==> config.mk <==
export PLATFORM = sky130hd
export DESIGN_NAME = rrcq_cell
export DESIGN_NICKNAME = d
export VERILOG_FILES = /design/src/rrcq_pkg.sv /design/src/rrcq_cell.sv
export SDC_FILE = /design/constraint.sdc
export NUM_CORES = 1
export LEC_CHECK = 0
export BUFFER_PORTS_ARGS = -buffer_cell sky130_fd_sc_hd__buf_2
export CAP_MARGIN = 10
export CORE_AREA = 2 2 124 126
export DETAILED_ROUTE_END_ITERATION = 16
export DIE_AREA = 0 0 126 128
export PLACE_DENSITY = 0.85
export SLEW_MARGIN = 20
export SYNTH_ARGS = -nofsm -noshare
export SYNTH_HDL_FRONTEND = slang
export SYNTH_SLANG_ARGS = --single-unit
==> constraint.sdc <==
create_clock -name clk -period 4.1 [get_ports clk]
set_input_delay 0.615 -clock clk [delete_from_list [all_inputs] [get_ports clk]]
set_output_delay 0.615 -clock clk [all_outputs]
set_load 0.05 [all_outputs]
==> src/rrcq_pkg.sv <==
package rrcq_pkg;

    localparam logic [1:0] FUNC_ADD     = 2'd0;
    localparam logic [1:0] FUNC_TICK    = 2'd1;
    localparam logic [1:0] FUNC_RESOLVE = 2'd2;
    localparam logic [1:0] FUNC_CANCEL  = 2'd3;

    localparam logic [1:0] ST_IDLE    = 2'd0;
    localparam logic [1:0] ST_WAITING = 2'd1;
    localparam logic [1:0] ST_READY   = 2'd2;

    localparam logic [1:0] ERR_OK         = 2'd0;
    localparam logic [1:0] ERR_TICK_READY = 2'd1;
    localparam logic [1:0] ERR_NONE_READY = 2'd2;
    localparam logic [1:0] ERR_FULL       = 2'd3;

    typedef struct packed {
        logic load;
        logic shift;
        logic tick;
        logic reload;
    } cell_ctrl_t;

endpackage

==> src/rrcq_cell.sv <==
module rrcq_cell #(
    parameter int TIME_WIDTH = 32,
    parameter int ID_WIDTH   = 32
) (
    input  logic                   clk,
    input  rrcq_pkg::cell_ctrl_t   ctrl,
    input  logic [ID_WIDTH-1:0]    new_id,
    input  logic [TIME_WIDTH-1:0]  wait_time,
    input  logic [TIME_WIDTH-1:0]  delta_time,
    input  logic [ID_WIDTH-1:0]    nb_id,
    input  logic [TIME_WIDTH-1:0]  nb_period,
    input  logic [TIME_WIDTH-1:0]  nb_remaining,
    output logic [ID_WIDTH-1:0]    id,
    output logic [TIME_WIDTH-1:0]  period,
    output logic [TIME_WIDTH-1:0]  remaining,
    output logic                   tick_zero
);

    logic [ID_WIDTH-1:0]   id_reg;
    logic [TIME_WIDTH-1:0] period_reg;
    logic [TIME_WIDTH-1:0] remaining_reg;
    logic [TIME_WIDTH-1:0] tick_rem;

    // saturate the countdown at zero
    assign tick_zero = (remaining_reg <= delta_time);
    assign tick_rem  = tick_zero ? '0 : (remaining_reg - delta_time);

    always_ff @(posedge clk)
    begin
        if (ctrl.load)
        begin
            id_reg        <= new_id;
            period_reg    <= wait_time;
            remaining_reg <= wait_time;
        end
        else if (ctrl.shift)
        begin
            id_reg        <= nb_id;
            period_reg    <= nb_period;
            remaining_reg <= nb_remaining;
        end
        else if (ctrl.tick)
        begin
            remaining_reg <= tick_rem;
        end
        else if (ctrl.reload)
        begin
            remaining_reg <= period_reg;
        end
    end

    assign id        = id_reg;
    assign period    = period_reg;
    assign remaining = remaining_reg;

endmodule

==> flow_metrics.env <==
export IMPL_status="completed"
export IMPL_ys_ff_latch=96
export IMPL_grt_pass1_vias=6450
export IMPL_tightest_slew_ns=0.918
export IMPL_yosys_top_cells_area="edfxtp_1 43%, mux2_2 7.1%, ha_1 6.0%"
export IMPL_dp_cells=1117
export IMPL_layout_common_cells="292 x buf_2, 96 x edfxtp_1, 66 x inv_1, 66 x o21ai_0, 59 x nand2_1"
export IMPL_first_pass_iters=7
export IMPL_hpwl_um=16700
export IMPL_drt_total_wl_um=21800
export IMPL_start_util=0.447
export IMPL_layout_cells_non_filler=1138
export IMPL_synth_cell_types=67
export IMPL_syn_to_final_growth_pct=28.7
export IMPL_ys_seq_area_frac=0.434
export IMPL_row_count=45
export IMPL_nNetsFinal=1170
export IMPL_syn_avg_cell_area_sq_um=9.99
export IMPL_yosysTopAreaCell="edfxtp_1"
export IMPL_critical_path_max_fanout=12
export IMPL_max_clock_freq_mhz=287
export IMPL_yosysWarnings=0
export IMPL_timing_slew_headroom=0.388
export IMPL_slew_violations=0
export IMPL_via_count=6491
export IMPL_overflow=0
export IMPL_crit_path_start_kind="flip-flop"
export IMPL_die_w_um=126
export IMPL_clk_pin_slew_ns=0.07
export IMPL_synth_net_count=895
export IMPL_grt_start_max_net_pins=65
export IMPL_critPathKind="reg -> reg"
export IMPL_peakVddDrop_uv=228
export IMPL_drtIter0Drc=591
export IMPL_place_gp_congestion=0.929
export IMPL_drc=0
export IMPL_max_cap_violations=0
export IMPL_clockBufferDepth=2
export IMPL_viasPerCell=5.70
export IMPL_power_leakage_nw=3.95
export IMPL_clock_latency_ns=0.35
export IMPL_cts_root_buf="clkbuf_16"
export IMPL_synth_edff_count=96
export IMPL_finalHoldViolCount=0
export IMPL_grt_pass1_wl_um=32800
export IMPL_io_buffers=293
export IMPL_hold_buffers=0
export IMPL_crit_required_ns=4.26
export IMPL_grt_usage=0.261
export IMPL_rsz0062_at_grt="no"
export IMPL_ctsResizeCount=0
export IMPL_hp_class="in -> reg"
export IMPL_async_flop_share=0
export IMPL_p_per_area_nw_per_um2=410
export IMPL_skew_ns=0.00645
export IMPL_coreArea_sq_um=14900
export IMPL_cts_tree="done"
export IMPL_cts_buffers_inserted=9
export IMPL_finalSetupTns_ns=0
export IMPL_drive_gt1_frac=0.403
export IMPL_cp_data_arrival_time_ns=3.65
export IMPL_syn_area_sq_um=6650
export IMPL_die_area_sq_um=16100
export IMPL_antenna_left=0
export IMPL_antenna_found_initial=6
export IMPL_synth_top_area_frac=0.434
export IMPL_htree_levels=3
export IMPL_final_common_cell="buf_2"
export IMPL_setup_viol=0
export IMPL_post_drt_wl_per_cell_um=19.1
export IMPL_fin_crit_sh=0.850
export IMPL_synthFlopType="edfxtp_1"
export IMPL_cts_setup_buffers=0
export IMPL_die_h_um=128
export IMPL_synthCells=665
export IMPL_ios=294
export IMPL_cp_end_kind="flip-flop"
export IMPL_min_period_ns=3.49
export IMPL_cts_sinks=96
==> cells by family (layout without fill, tap and decap cells) <==
kind of cell,after synthesis,count (layout),share of synthesized area
compound gates,228,228,0.236
simple gates,142,142,0.106
buf+inv,103,383,0.0614
flops,96,96,0.434
mux,45,45,0.0757
fa+ha+maj,33,33,0.0633
xor+xnor,18,18,0.0237
other cells,0,5,0
==> power breakdown <==
group | switching (mW) | internal (mW) | total, mW
Combinational | 0.937 | 0.427 | 1.36
Clock | 0.400 | 0.474 | 0.874
Sequential | 0.0547 | 1.21 | 1.27
==> metrics by stage <==
step | instance area, sq um | hold WS, ns | util | total power, mW | setup WS (ns)
after global placement | 8240 | 0.646 | 0.555 | 2.61 | 0.518
after global routing | 8550 | 0.554 | 0.575 | 3.65 | 0.426
after floorplan | 6650 | 0.818 | - | 2.26 | 0.549
after detailed placement | 8240 | 0.661 | 0.555 | 2.63 | 0.364
after CTS | 8540 | 0.553 | 0.574 | 3.50 | 0.643
final | 8550 | 0.561 | 0.575 | 3.50 | 0.615
==> Yosys cell counts (8+ instances only) <==
cell type and n:
a21o_1 12, a21oi_1 40, a22oi_1 16, buf_2 8
clkbuf_1 20, edfxtp_1 96, ha_1 32, inv_1 67
mux2_2 42, nand2_1 59, nand3_1 11, nand4_1 10
nor2_1 24, o21ai_0 66, o21ai_1 9, o221ai_1 15
xnor2_1 11
==> worst max-delay path, stage by stage, from the launching register on <==
cell and delay (ns):
edfxtp_1 0.46, ha_1 0.49, nand2_1 0.11, o21ai_1 0.30
nor4b_1 0.09, nor3_1 0.23, nand2_1 0.16, a21oi_2 0.56
nand2_1 0.54, o221ai_1 0.35
==> per-layer routing <==
metal	share of wire	up-vias	track usage
met3	0.091	61	0.0634
met2	0.50	353	0.460
met5	0.00097	-	0
met4	0.037	4	0.109
met1	0.37	3009	0.305
li1	-	3064	-
==> final timing paths <==
path	slack, ns	endpoint	from	cells after the start
max	0.61	remaining[18]	remaining[26]	9
min	0.56	id[0]	new_id[0]	2
max reg2reg	0.61	remaining[18]	remaining[26]	9
min reg2reg	0.68	remaining[9]	period[9]	2
==> layout make-up <==
| cell class | count | area [sq um] |
|---|---|---|
| Fill cell | 1311 | 6310 |
| Multi-Input combinational cell | 466 | 3360 |
| Sequential cell | 96 | 2880 |
| Timing Repair Buffer | 299 | 1510 |
| Inverter | 68 | 255 |
| Tap cell | 188 | 235 |
| Clock buffer | 9 | 225 |
| Clock inverter | 7 | 68.8 |
| Antenna cell | 5 | 12.5 |
(Power assumes the default switching activity.)
